===== src/sv/flog_pkg.sv =====
package flog_pkg;

  localparam int unsigned JOURNAL_SLOTS_DEF      = 1365;
  localparam int unsigned FLASH_LAST_ADDRESS_DEF = 2097151;
  localparam int unsigned DATA_BASE_DEF          = 4096;

  typedef enum logic [2:0] {
    MODE_HEADER  = 3'd0,
    MODE_DATA    = 3'd1,
    MODE_ERASE   = 3'd2,
    MODE_READOUT = 3'd3,
    MODE_RESTORE = 3'd4
  } mode_e;

  typedef enum logic [1:0] {
    CMD_NONE         = 2'd0,
    CMD_PROGRAM      = 2'd1,
    CMD_ERASE_SECTOR = 2'd2,
    CMD_CHIP_ERASE   = 2'd3
  } cmd_e;

  // position of the result walker inside one item's command list
  typedef enum logic [2:0] {
    PH_FIRST = 3'd0,
    PH_ERASE = 3'd1,
    PH_J0    = 3'd2,
    PH_J1    = 3'd3,
    PH_J2    = 3'd4
  } phase_e;

  localparam logic CFG_WRITE_DISABLE = 1'b0;
  localparam logic CFG_MEMORY_LOCKED = 1'b1;

  typedef struct packed {
    logic [10:0] restore_slot;
    logic [21:0] restore_address;
    logic [7:0]  value;
    logic [2:0]  mode;
  } item_t;

  typedef struct packed {
    cmd_e        first_cmd;
    logic [20:0] first_addr;
    logic [7:0]  first_data;
    logic        has_journal;
    logic        has_erase;
    logic [11:0] jbase;
    logic [21:0] wp;
    logic        refused;
    logic        no_space;
    logic        journal_full;
    logic        pointer_known;
  } plan_t;

endpackage


===== src/sv/flog_in_stage.sv =====
module flog_in_stage (
  input  logic            clk_i,
  input  logic            rst_ni,
  input  logic            s_axis_tvalid,
  output logic            s_axis_tready,
  input  logic [47:0]     s_axis_tdata,   // value[7:0], restore_address[29:8], restore_slot[40:30]
  input  logic [2:0]      s_axis_tuser,   // mode[2:0]
  input  logic            load_i,
  output logic            valid_o,
  output flog_pkg::item_t item_o
);
  import flog_pkg::*;

  logic  valid_q, valid_d;
  item_t item_q;
  logic  accept;

  assign s_axis_tready = !valid_q || load_i;
  assign accept        = s_axis_tvalid && s_axis_tready;

  always_comb begin
    valid_d = valid_q;
    if (accept) begin
      valid_d = 1'b1;
    end else if (load_i) begin
      valid_d = 1'b0;
    end
  end

  always_ff @(posedge clk_i or negedge rst_ni) begin
    if (!rst_ni) begin
      valid_q <= 1'b0;
    end else begin
      valid_q <= valid_d;
    end
  end

  always_ff @(posedge clk_i) begin
    if (accept) begin
      item_q.mode            <= s_axis_tuser;
      item_q.value           <= s_axis_tdata[7:0];
      item_q.restore_address <= s_axis_tdata[29:8];
      item_q.restore_slot    <= s_axis_tdata[40:30];
    end
  end

  assign valid_o = valid_q;
  assign item_o  = item_q;

endmodule


===== src/sv/flog_core.sv =====
module flog_core #(
  parameter int unsigned JournalSlots     = flog_pkg::JOURNAL_SLOTS_DEF,
  parameter int unsigned FlashLastAddress = flog_pkg::FLASH_LAST_ADDRESS_DEF,
  parameter int unsigned DataBase         = flog_pkg::DATA_BASE_DEF
) (
  input  logic            clk_i,
  input  logic            rst_ni,
  input  logic            cfg_valid_i,
  output logic            cfg_ready_o,
  input  logic            cfg_index_i,
  input  logic            cfg_data_i,
  input  flog_pkg::item_t item_i,
  input  logic            load_i,
  output flog_pkg::plan_t plan_o
);
  import flog_pkg::*;

  localparam logic [24:0] LastW   = 25'(FlashLastAddress);
  localparam logic [24:0] LastP1W = 25'(FlashLastAddress + 1);
  localparam logic [24:0] BaseW   = 25'(DataBase);
  localparam logic [10:0] SlotsW  = 11'(JournalSlots);

  logic [21:0] wp_q, wp_d;
  logic [10:0] slot_q, slot_d;
  logic        jfull_q, jfull_d;
  logic        pvalid_q, pvalid_d;
  logic        rdone_q, rdone_d;
  logic        refused_q, refused_d;
  logic        nospace_q, nospace_d;
  logic [7:0]  remain_q, remain_d;
  logic        wdis_q, lock_q;

  logic        blocked;
  logic [24:0] frame_end;
  logic [24:0] raddr_w;
  logic [7:0]  remain_dec;
  logic        erase_need;
  logic [10:0] slot_use;
  logic [10:0] slot_inc;
  plan_t       plan;

  assign cfg_ready_o = 1'b1;

  always_comb begin
    blocked    = wdis_q || lock_q;
    frame_end  = {3'b0, wp_q} + {17'b0, item_i.value} - 25'd1;
    raddr_w    = {3'b0, item_i.restore_address};
    remain_dec = remain_q - 8'd1;
    erase_need = jfull_q || (slot_q >= SlotsW);
    slot_use   = erase_need ? 11'd0 : slot_q;
    slot_inc   = slot_use + 11'd1;

    wp_d      = wp_q;
    slot_d    = slot_q;
    jfull_d   = jfull_q;
    pvalid_d  = pvalid_q;
    rdone_d   = rdone_q;
    refused_d = refused_q;
    nospace_d = nospace_q;
    remain_d  = remain_q;

    plan             = '0;
    plan.first_cmd   = CMD_NONE;
    plan.jbase       = {1'b0, slot_use} + {slot_use, 1'b0};

    case (mode_e'(item_i.mode))
      MODE_HEADER: begin
        remain_d = 8'd0;
        if (blocked || !pvalid_q) begin
          refused_d = 1'b1;
        end else begin
          refused_d = 1'b0;
          if (item_i.value != 8'd0) begin
            if (frame_end > LastW) begin
              nospace_d = 1'b1;
            end else begin
              nospace_d = 1'b0;
              remain_d  = item_i.value;
            end
          end
        end
      end
      MODE_DATA: begin
        if (blocked) begin
          refused_d = 1'b1;
          remain_d  = 8'd0;
        end else if (remain_q != 8'd0) begin
          plan.first_cmd  = CMD_PROGRAM;
          plan.first_addr = wp_q[20:0];
          plan.first_data = item_i.value;
          wp_d            = wp_q + 22'd1;
          remain_d        = remain_dec;
          // frame closes: journal the new pointer, erase sector first when full
          if (remain_dec == 8'd0) begin
            plan.has_journal = 1'b1;
            plan.has_erase   = erase_need;
            slot_d           = slot_inc;
            jfull_d          = slot_inc >= SlotsW;
          end
        end
      end
      MODE_ERASE: begin
        if (blocked || !rdone_q) begin
          refused_d = 1'b1;
          if (blocked) begin
            remain_d = 8'd0;
          end
        end else begin
          plan.first_cmd = CMD_CHIP_ERASE;
          refused_d      = 1'b0;
          nospace_d      = 1'b0;
          jfull_d        = 1'b0;
          rdone_d        = 1'b0;
          wp_d           = BaseW[21:0];
          slot_d         = 11'd0;
          pvalid_d       = 1'b1;
          remain_d       = 8'd0;
        end
      end
      MODE_READOUT: begin
        rdone_d = 1'b1;
      end
      MODE_RESTORE: begin
        remain_d = 8'd0;
        if (raddr_w < BaseW || raddr_w > LastP1W) begin
          pvalid_d = 1'b0;
        end else begin
          wp_d     = item_i.restore_address;
          pvalid_d = 1'b1;
          if (item_i.restore_slot >= SlotsW) begin
            slot_d  = SlotsW;
            jfull_d = 1'b1;
          end else begin
            slot_d  = item_i.restore_slot;
            jfull_d = 1'b0;
          end
        end
      end
      default: begin
      end
    endcase

    plan.wp            = wp_d;
    plan.refused       = refused_d;
    plan.no_space      = nospace_d;
    plan.journal_full  = jfull_d;
    plan.pointer_known = pvalid_d;
  end

  assign plan_o = plan;

  always_ff @(posedge clk_i or negedge rst_ni) begin
    if (!rst_ni) begin
      wp_q      <= BaseW[21:0];
      slot_q    <= 11'd0;
      jfull_q   <= 1'b0;
      pvalid_q  <= 1'b0;
      rdone_q   <= 1'b0;
      refused_q <= 1'b0;
      nospace_q <= 1'b0;
      remain_q  <= 8'd0;
    end else if (load_i) begin
      wp_q      <= wp_d;
      slot_q    <= slot_d;
      jfull_q   <= jfull_d;
      pvalid_q  <= pvalid_d;
      rdone_q   <= rdone_d;
      refused_q <= refused_d;
      nospace_q <= nospace_d;
      remain_q  <= remain_d;
    end
  end

  always_ff @(posedge clk_i or negedge rst_ni) begin
    if (!rst_ni) begin
      wdis_q <= 1'b0;
      lock_q <= 1'b0;
    end else if (cfg_valid_i) begin
      case (cfg_index_i)
        CFG_WRITE_DISABLE: wdis_q <= cfg_data_i;
        CFG_MEMORY_LOCKED: lock_q <= cfg_data_i;
        default: begin
        end
      endcase
    end
  end

endmodule


===== src/sv/flog_emit.sv =====
module flog_emit #(
  parameter int unsigned FlashLastAddress = flog_pkg::FLASH_LAST_ADDRESS_DEF
) (
  input  logic            clk_i,
  input  logic            rst_ni,
  input  flog_pkg::plan_t plan_i,
  input  logic            load_i,
  output logic            take_o,
  output logic            m_axis_tvalid,
  input  logic            m_axis_tready,
  output logic [55:0]     m_axis_tdata,  // flash_address[20:0], flash_data[28:21], refused[29],
                                         // no_space[30], journal_full[31],
                                         // pointer_known[32], free_bytes[54:33]
  output logic [1:0]      m_axis_tuser,  // command[1:0]
  output logic            m_axis_tlast
);
  import flog_pkg::*;

  localparam logic [24:0] LastP1W = 25'(FlashLastAddress + 1);

  plan_t       plan_q;
  logic        plan_valid_q, plan_valid_d;
  phase_e      phase_q, phase_d;
  logic        fire;
  logic        out_last;
  cmd_e        cmd;
  logic [20:0] addr;
  logic [7:0]  data;
  logic [24:0] wp_w;
  logic [21:0] free_bytes;

  assign out_last = (phase_q == PH_FIRST && !plan_q.has_journal) || phase_q == PH_J2;
  assign fire     = plan_valid_q && m_axis_tready;
  assign take_o   = !plan_valid_q || (fire && out_last);

  // next phase
  always_comb begin
    phase_d = phase_q;
    if (fire) begin
      case (phase_q)
        PH_FIRST: begin
          if (plan_q.has_journal) begin
            phase_d = plan_q.has_erase ? PH_ERASE : PH_J0;
          end
        end
        PH_ERASE: phase_d = PH_J0;
        PH_J0:    phase_d = PH_J1;
        PH_J1:    phase_d = PH_J2;
        PH_J2:    phase_d = PH_FIRST;
        default:  phase_d = PH_FIRST;
      endcase
    end
  end

  always_comb begin
    plan_valid_d = plan_valid_q;
    if (load_i) begin
      plan_valid_d = 1'b1;
    end else if (fire && out_last) begin
      plan_valid_d = 1'b0;
    end
  end

  always_ff @(posedge clk_i or negedge rst_ni) begin
    if (!rst_ni) begin
      plan_valid_q <= 1'b0;
      phase_q      <= PH_FIRST;
    end else begin
      plan_valid_q <= plan_valid_d;
      phase_q      <= phase_d;
    end
  end

  always_ff @(posedge clk_i) begin
    if (load_i) begin
      plan_q <= plan_i;
    end
  end

  // result fields for the current phase
  always_comb begin
    case (phase_q)
      PH_FIRST: begin
        cmd  = plan_q.first_cmd;
        addr = plan_q.first_addr;
        data = plan_q.first_data;
      end
      PH_ERASE: begin
        cmd  = CMD_ERASE_SECTOR;
        addr = 21'd0;
        data = 8'd0;
      end
      PH_J0: begin
        cmd  = CMD_PROGRAM;
        addr = {9'b0, plan_q.jbase};
        data = {2'b0, plan_q.wp[21:16]};
      end
      PH_J1: begin
        cmd  = CMD_PROGRAM;
        addr = {9'b0, plan_q.jbase} + 21'd1;
        data = plan_q.wp[15:8];
      end
      PH_J2: begin
        cmd  = CMD_PROGRAM;
        addr = {9'b0, plan_q.jbase} + 21'd2;
        data = plan_q.wp[7:0];
      end
      default: begin
        cmd  = CMD_NONE;
        addr = 21'd0;
        data = 8'd0;
      end
    endcase
  end

  always_comb begin
    wp_w       = {3'b0, plan_q.wp};
    free_bytes = (LastP1W > wp_w) ? 22'(LastP1W - wp_w) : 22'd0;
  end

  assign m_axis_tvalid = plan_valid_q;
  assign m_axis_tlast  = out_last;
  assign m_axis_tuser  = cmd;
  assign m_axis_tdata  = {1'b0, free_bytes, plan_q.pointer_known, plan_q.journal_full,
                          plan_q.no_space, plan_q.refused, data, addr};

  a_phase_needs_plan: assert property (@(posedge clk_i) disable iff (!rst_ni)
    phase_q != PH_FIRST |-> plan_valid_q)
    else $error("walker past first result without a plan");

  a_erase_only_when_planned: assert property (@(posedge clk_i) disable iff (!rst_ni)
    phase_q == PH_ERASE |-> plan_q.has_erase && plan_q.has_journal)
    else $error("sector erase issued without journal erase request");

  a_hold_on_stall: assert property (@(posedge clk_i) disable iff (!rst_ni)
    plan_valid_q && !m_axis_tready |=> plan_valid_q && $stable(phase_q))
    else $error("result walker moved while stalled");

  a_journal_wraps: assert property (@(posedge clk_i) disable iff (!rst_ni)
    fire && phase_q == PH_J2 |=> phase_q == PH_FIRST)
    else $error("walker did not return after last journal byte");

endmodule


===== src/sv/flash_log_append_with_pointer_journal.sv =====
// An accepted item is registered in the input stage and decoded by the core; its plan
// is registered in the emitter once the results of the previous item are all taken.
// Results: an item yields 1 to 5 results; the result walker sends one per cycle while
// m_axis_tready is high: one for a status, mid-frame byte or chip erase, four for a
// frame-closing byte and five for a frame-closing byte with sector erase.
// Reset: pointer at the data base and not valid, slot and all flags cleared.
module flash_log_append_with_pointer_journal #(
  parameter int unsigned JournalSlots     = flog_pkg::JOURNAL_SLOTS_DEF,
  parameter int unsigned FlashLastAddress = flog_pkg::FLASH_LAST_ADDRESS_DEF,
  parameter int unsigned DataBase         = flog_pkg::DATA_BASE_DEF
) (
  input  logic        clk_i,
  input  logic        rst_ni,
  input  logic        s_axis_tvalid,
  output logic        s_axis_tready,
  input  logic [47:0] s_axis_tdata,  // value[7:0], restore_address[29:8], restore_slot[40:30]
  input  logic [2:0]  s_axis_tuser,  // mode[2:0]
  output logic        m_axis_tvalid,
  input  logic        m_axis_tready,
  output logic [55:0] m_axis_tdata,  // flash_address[20:0], flash_data[28:21], refused[29],
                                     // no_space[30], journal_full[31],
                                     // pointer_known[32], free_bytes[54:33]
  output logic [1:0]  m_axis_tuser,  // command[1:0]
  output logic        m_axis_tlast,
  input  logic        cfg_valid_i,
  output logic        cfg_ready_o,
  input  logic        cfg_index_i,
  input  logic        cfg_data_i
);
  import flog_pkg::*;

  item_t item;
  plan_t plan;
  logic  item_valid;
  logic  take;
  logic  load;

  assign load = item_valid && take;

  flog_in_stage u_in_stage (
    .clk_i         (clk_i),
    .rst_ni        (rst_ni),
    .s_axis_tvalid (s_axis_tvalid),
    .s_axis_tready (s_axis_tready),
    .s_axis_tdata  (s_axis_tdata),
    .s_axis_tuser  (s_axis_tuser),
    .load_i        (load),
    .valid_o       (item_valid),
    .item_o        (item)
  );

  flog_core #(
    .JournalSlots     (JournalSlots),
    .FlashLastAddress (FlashLastAddress),
    .DataBase         (DataBase)
  ) u_core (
    .clk_i       (clk_i),
    .rst_ni      (rst_ni),
    .cfg_valid_i (cfg_valid_i),
    .cfg_ready_o (cfg_ready_o),
    .cfg_index_i (cfg_index_i),
    .cfg_data_i  (cfg_data_i),
    .item_i      (item),
    .load_i      (load),
    .plan_o      (plan)
  );

  flog_emit #(
    .FlashLastAddress (FlashLastAddress)
  ) u_emit (
    .clk_i         (clk_i),
    .rst_ni        (rst_ni),
    .plan_i        (plan),
    .load_i        (load),
    .take_o        (take),
    .m_axis_tvalid (m_axis_tvalid),
    .m_axis_tready (m_axis_tready),
    .m_axis_tdata  (m_axis_tdata),
    .m_axis_tuser  (m_axis_tuser),
    .m_axis_tlast  (m_axis_tlast)
  );

endmodule


===== config.mk =====
export PLATFORM = sky130hd
export DESIGN_NAME = flash_log_append_with_pointer_journal
export DESIGN_NICKNAME = d
export VERILOG_FILES = /design/src/sv/flog_pkg.sv /design/src/sv/flog_in_stage.sv /design/src/sv/flog_core.sv /design/src/sv/flog_emit.sv /design/src/sv/flash_log_append_with_pointer_journal.sv
export SDC_FILE = /design/constraint.sdc
export NUM_CORES = 1
export LEC_CHECK = 0
export ABC_AREA = 1
export BUFFER_PORTS_ARGS = -buffer_cell sky130_fd_sc_hd__buf_4
export CAP_MARGIN = 25
export CELL_PAD_IN_SITES_DETAIL_PLACEMENT = 0
export CELL_PAD_IN_SITES_GLOBAL_PLACEMENT = 1
export CORE_UTILIZATION = 40
export CTS_BUF_LIST = sky130_fd_sc_hd__clkbuf_16
export CTS_CLUSTER_DIAMETER = 80
export DETAILED_ROUTE_END_ITERATION = 8
export PLACE_DENSITY_LB_ADDON = 0.1
export RECOVER_POWER = 50
export SKIP_CTS_REPAIR_TIMING = 1
export SLEW_MARGIN = 20
export SYNTH_ARGS = -nofsm -noshare
export SYNTH_HDL_FRONTEND = slang
export SYNTH_HIERARCHICAL = 1
export SYNTH_SLANG_ARGS = --single-unit

===== constraint.sdc =====
create_clock -name clk_i -period 5.48 [get_ports clk_i]
set_input_delay 1.096 -clock clk_i [delete_from_list [all_inputs] [get_ports clk_i]]
set_output_delay 1.096 -clock clk_i [all_outputs]
set_load 0.05 [all_outputs]

Word level (Yosys, flattened, before mapping)
Index checks and enable logic that the tools add are counted. W data, S select, Z words.

Bitwise operators: 4. Order comparisons: 7. Eq/ne operators: 16. Muxes and demuxes: 58. Add/subtract/negate cells: 9. Reduce and logical (&&, ||, !) cells: 37.

Operators by type and width (count): $mux W22 (5); $pmux W21 S4 (1); $mux W11 (7); $pmux W22 S3 (1); $pmux W8 S4 (2); $mux W8 (7); $ge A11 B11 Y1 const B (3); $mux W33 (1); $pmux W11 S3 (1); $mux W32 (1); $gt A25 B21 Y1 const B (1); $sub A25 B1 Y25 const B (1); $add A22 B8 Y23 (1); $add A22 B1 Y22 const B (1); $gt A22 B22 Y1 const A (1); $gt A22 B22 Y1 const B (1); $lt A22 B13 Y1 const B (1); $sub A22 B22 Y22 const A (1); $mux W1 (20); $reduce_bool A8 Y1 (2); $add A12 B1 Y13 const B (1); $add A12 B2 Y13 const B (1); $add A11 B12 Y12 (1); $eq A3 B2 Y1 const B (4); other kinds (30) (65).

Logic and storage cells: 159. Register bits: 168. Bits of input ports: 58. Output and inout bits: 62.

Logic depth before layout (Yosys ltp)
Word-level depth: 9. Depth in mapped cells: 24. Gate-level depth less buffers: 23.

Modules after synthesis
The synthesis kept the hierarchy.

By module, submodules not included: flog_core (cells each 868, instances 1, area each 5519.0 µm², sequential area each 1202.4 µm²); flog_emit (cells each 439, instances 1, area each 3982.6 µm², sequential area each 2232.1 µm²); flog_in_stage (cells each 50, instances 1, area each 1366.3 µm², sequential area each 1346.3 µm²); flash_log_append_with_pointer_journal (cells each 2, instances 1, area each 7.5 µm², sequential area each 0.0 µm²).

Least setup slack after synthesis
Ideal clock, no wire load.

Path kind: input to register. Start point: in m_axis_tready. End point: reg u_in_stage.item_q, in the netlist u_in_stage/item_o[0], enable pin. Library setup time: 0.460 ns. Setup slack: -0.075 ns. Stages: 6. Required time: 5.020 ns. Data arrival time: 5.095 ns. Path buffers: 0. Cells stage by stage: nand2_1 nand2_1 nand2_1 inv_1 inv_1 a21oi_1.

Word-level cells in the longest chain between the ends: 6.

RTL lines: start, declared (RTL line flash_log_append_with_pointer_journal.sv:19) `input logic m_axis_tready,`; $logic_and A1 B1 Y1 (RTL line flog_emit.sv:33) `assign fire = plan_valid_q && m_axis_tready;`; $logic_and A1 B1 Y1 (RTL line flog_emit.sv:34) `assign take_o = !plan_valid_q || (fire && out_last);`; $logic_or A1 B1 Y1 (RTL line flog_emit.sv:34); via take (RTL line flash_log_append_with_pointer_journal.sv:35) `logic take;`; $logic_and A1 B1 Y1 (RTL line flash_log_append_with_pointer_journal.sv:38) `assign load = item_valid && take;`; via load (RTL line flash_log_append_with_pointer_journal.sv:36) `logic load;`; $logic_or A1 B1 Y1 (RTL line flog_in_stage.sv:18) `assign s_axis_tready = !valid_q || load_i;`; $logic_and A1 B1 Y1 (RTL line flog_in_stage.sv:19) `assign accept = s_axis_tvalid && s_axis_tready;`; via u_in_stage.accept (RTL line flog_in_stage.sv:16) `logic accept;`; end, declared (RTL line flog_in_stage.sv:15) `item_t item_q;`.

The timed path passes the listed nets, and every way through them passes these cells. A chain may end at the register's enable or synchronous reset.

Worst setup path after layout
Start point: reg u_emit.phase_q[0]. End point: out m_axis_tdata[10].

Word-level cells in the longest chain between the ends: 2. Elaborated cells between the ends (all ways): 5. Classes of those cells: eq/ne: 3; mux: 1; reduce/logical: 1.

RTL lines: start, declared (RTL line flog_emit.sv:23) `phase_e phase_q, phase_d;`; start signal, assigned (RTL line flog_emit.sv:70) `phase_q <= phase_d;`; $eq A3 B3 Y1 (tied with other cells) (RTL line flog_emit.sv:82) `case (phase_q)`; $pmux W21 S4 * (RTL line flog_emit.sv:82); end, declared (RTL line flash_log_append_with_pointer_journal.sv:20) `output logic [55:0] m_axis_tdata,`.

Mark *: on every way between the ends. The rest lies on a longest branch, timed or not.

==> impl_metrics.toml <==
[timing]
fmax_mhz = 228.5
post-route-period-util_pct = 79.87
skew_ns = 0.01289
tightest_slew_ns = 3.298
slew_headroom_pct = -119.8
finalSetupTns_ns = 0
min_period_ns = 4.377
rsz0062_at_grt = "no"
hold_viol = 0
setup_viol_count_final = 0
slew_viol_final = 119

[die]
start_util_pct = 41.27
fp.dieH_microns = 166.9
ios = 120
dieArea_sq_um = 27850
num_rows = 59
core_area_sq_um = 26350
die_width_microns = 166.9

[worst_hold_path]
hold_path_class = "reg -> reg"

[detailed_routing]
dr.pass1.iters = 6
drtAntennaViolNets = 0
vias = 9274
wl_per_cell_microns = 16.67
drc = 0
drtIter0Drc = 779
viasPerCell = 5.138
finalWirelength_microns = 30090

[clocking]
clock_path_buffers = 2
htree_levels = 4
path_clk_slew_ns = 0.07
root_buffer = "clkbuf_16"
tritoncts = "done"
insertion_delay_ns = 0.43
cts_buffers = 17
cts_sinks = 168

[grt]
grt_pass1_vias = 8586
grtUsageTotal_pct = 22.16
grt_pass1_wl_microns = 47750
grt-ovfl-total = 0
grt_max_degree = 54
antenna_found_initial = 0

[yosys]
seq_area_frac_synth_pct = 43.96
synth.distinct_cells = 53
synth-edff-count = 115
syn_area_sq_um = 10880
ys.flop_type = "edfxtp_1"
yosysWarnings = 6
synthArstFlopShare_pct = 31.55
synth_fp_nets = 1478
ys_seq_elements = 168
synthCells = 1359
synth.avg_cell_area_sq_um = 8.003

[worst_setup_path]
cp_data_arrival_time_ns = 3.28
crit_path_start_kind = "flip-flop"
worst-setup-path-type = "reg -> out"
critical_path_required_ns = 4.38
cp-end-kind = "output port"
crit_fanout = 24

[placed_design]
place_congestion = 0.8880
dpl_cell_area_sq_um = 11950
portBuffers = 110
dp_hpwl_microns = 23510

[job]
cap_viol_max_count = 3

[final_layout]
final_nets = 1576
area_delta_synth_final_pct = 13.94
drive_above_1_share_pct = 11.63
diodes = 0
final_cell_area_sq_um = 12390

[status]
status = "finished, violations left"
violations = "max-capacitance violations, max-slew violations"

[power_and_ir_drop]
vdd_drop_max_mv = 0.2268
leakage_nw = 5.494
power_frac_comb_pct = 55.9
internal_power_mw = 3.886
p_sw_share_pct = 51.91
seq_power_share_pct = 29.9
clkPwrFrac_pct = 14.1
power_density_nw_per_um2 = 652.2
p_sw_mw = 4.196
## worst max-delay path, stage by stage (launching register included)
cell	delay [ns]
dfrtp_1	0.47
nor2_1	0.33
inv_2	0.05
nor2_1	1.22
nand2_1	0.29
o21ai_0	0.15
nand3b_1	0.12
buf_4	0.20
## metrics by stage
step	util [%]	total power, mW	worst slack (ns)	hold slack [ns]	cells
after detailed placement	45.34	7.007	1.856	0.4957	1773
after global routing	47.02	8.695	0.7803	0.5471	1805
after CTS	47.43	8.175	1.836	0.5109	1805
after floorplan	-	5.723	0.7369	0.4657	1359
final	47.02	8.082	1.103	0.5117	1805
after global placement	45.34	6.986	1.947	0.4879	1773
## Yosys cell counts, types with 13 or more instances
cell type | instances | area, sq um
a21oi_1 | 61 | 305.3
nand4_1 | 30 | 187.7
edfxtp_1 | 115 | 3453
dfrtp_1 | 52 | 1301
xor2_1 | 18 | 157.7
nand3_1 | 96 | 480.5
nor2_1 | 166 | 623.1
nand2_1 | 289 | 1085
ha_1 | 59 | 738.2
inv_1 | 202 | 758.2
nor3_1 | 21 | 105.1
o21ai_0 | 75 | 375.4
buf_4 | 15 | 112.6
nor2_2 | 13 | 81.33
## cell type report
| class | count | area [sq um] |
|---|---|---|
| Clock buffer | 17 | 425.4 |
| Clock inverter | 15 | 126.4 |
| Fill cell | 2633 | 13960 |
| Inverter | 211 | 794.5 |
| Multi-Input combinational cell | 943 | 5035 |
| Sequential cell | 168 | 4781 |
| Tap cell | 335 | 419.2 |
| Timing Repair Buffer | 116 | 810.8 |
## flip-flops by register name (all words and copies together), names as in the netlist
| name | flops |
|---|---|
| u_core/refused_q | 1 |
| u_core/rdone_q | 1 |
| u_in_stage/item_o | 44 |
| u_emit/m_axis_tvalid | 1 |
| u_core/pvalid_q | 1 |
| u_emit/phase_q | 3 |
| u_core/slot_q | 11 |
| u_core/nospace_q | 1 |
| u_core/remain_q | 8 |
| u_core/lock_q | 1 |
| u_core/wp_q | 22 |
| u_in_stage/valid_o | 1 |
| u_emit/m_axis_tdata | 4 |
| u_core/jfull_q | 1 |
| u_emit/plan_q | 67 |
| u_core/wdis_q | 1 |
## routing by layer
layer / share of wire (%) / routed length [microns] / global-route usage, % / vias to the layer above
li1: - / - / - / 4701
met1: 51 / 15260 / 34.14 / 4282
met2: 43 / 12980 / 32.67 / 275
met3: 5.3 / 1600 / 2.733 / 16
met4: 0.83 / 251 / 5.274 / 0
met5: 0 / 0 / 0 / -
## layout by cell type, fill, tap and decap left out, types with 3 or more instances in the layout
master / netlist / routed
a21o_1: 4 / 4
a21oi_1: 61 / 60
a22oi_1: 9 / 9
a31oi_1: 7 / 7
buf_4: 15 / 56
clkbuf_1: 9 / 16
clkbuf_16: 0 / 17
clkbuf_4: 0 / 44
clkinv_2: 0 / 3
clkinvlp_4: 0 / 4
dfrtp_1: 52 / 52
edfxtp_1: 115 / 115
ha_1: 59 / 59
inv_1: 202 / 203
inv_2: 9 / 8
inv_6: 0 / 4
nand2_1: 289 / 290
nand2_2: 4 / 3
nand3_1: 96 / 98
nand4_1: 30 / 30
nor2_1: 166 / 170
nor2_2: 13 / 12
nor2_4: 9 / 6
nor3_1: 21 / 22
nor4_1: 5 / 6
o2111ai_1: 10 / 10
o211ai_1: 9 / 9
o21ai_0: 75 / 75
o21ai_1: 6 / 6
o21ai_2: 3 / 3
o21bai_1: 6 / 6
o31ai_1: 4 / 4
xnor2_1: 6 / 6
xor2_1: 18 / 18
## power groups by stage
stage | combinational [mW] | sequential (mW) | clock [mW]
3_5_place_dp | 4.57 | 2.44 | 0
3_3_place_gp | 4.55 | 2.43 | 0
6_report | 4.52 | 2.42 | 1.14
5_1_grt | 4.99 | 2.48 | 1.22
2_1_floorplan | 3.43 | 2.29 | 0
4_1_cts | 4.58 | 2.42 | 1.17
## logic make-up (layout without fill, tap and decap cells)
| family | after synthesis | after routing | synth area share [%] |
|---|---|---|---|
| AO/OA/AOI/OAI | 207 | 207 | 11.21 |
| AND/OR/NAND/NOR | 649 | 649 | 26.28 |
| adder cells (fa/ha/maj) | 61 | 61 | 7.156 |
| XOR/XNOR | 24 | 24 | 1.933 |
| other | 2 | 2 | 0.06905 |
| buffers and inverters | 248 | 359 | 9.399 |
| flip-flops | 168 | 168 | 43.96 |
## path summary, 6_finish.rpt
kind,from,endpoint,depth (start not counted),slack [ns]
setup reg to reg,u_in_stage/item_o[1]$_DFFE_PP_,u_emit/plan_q[8]$_DFFE_PP_,7,1.11
hold / removal,u_core/nospace_q$_DFFE_PN0P_,u_core/nospace_q$_DFFE_PN0P_,2,0.51
max in group asynchronous,rst_ni,u_core/jfull_q$_DFFE_PN0P_,1,1.85
min in group asynchronous,rst_ni,u_core/wp_q[18]$_DFFE_PN0P_,1,1.76
setup / recovery,u_emit/phase_q[0]$_DFFE_PN0P_,m_axis_tdata[10],7,1.10
hold reg to reg,u_core/nospace_q$_DFFE_PN0P_,u_core/nospace_q$_DFFE_PN0P_,2,0.51
No activity file was read; power rests on OpenSTA's default activity.
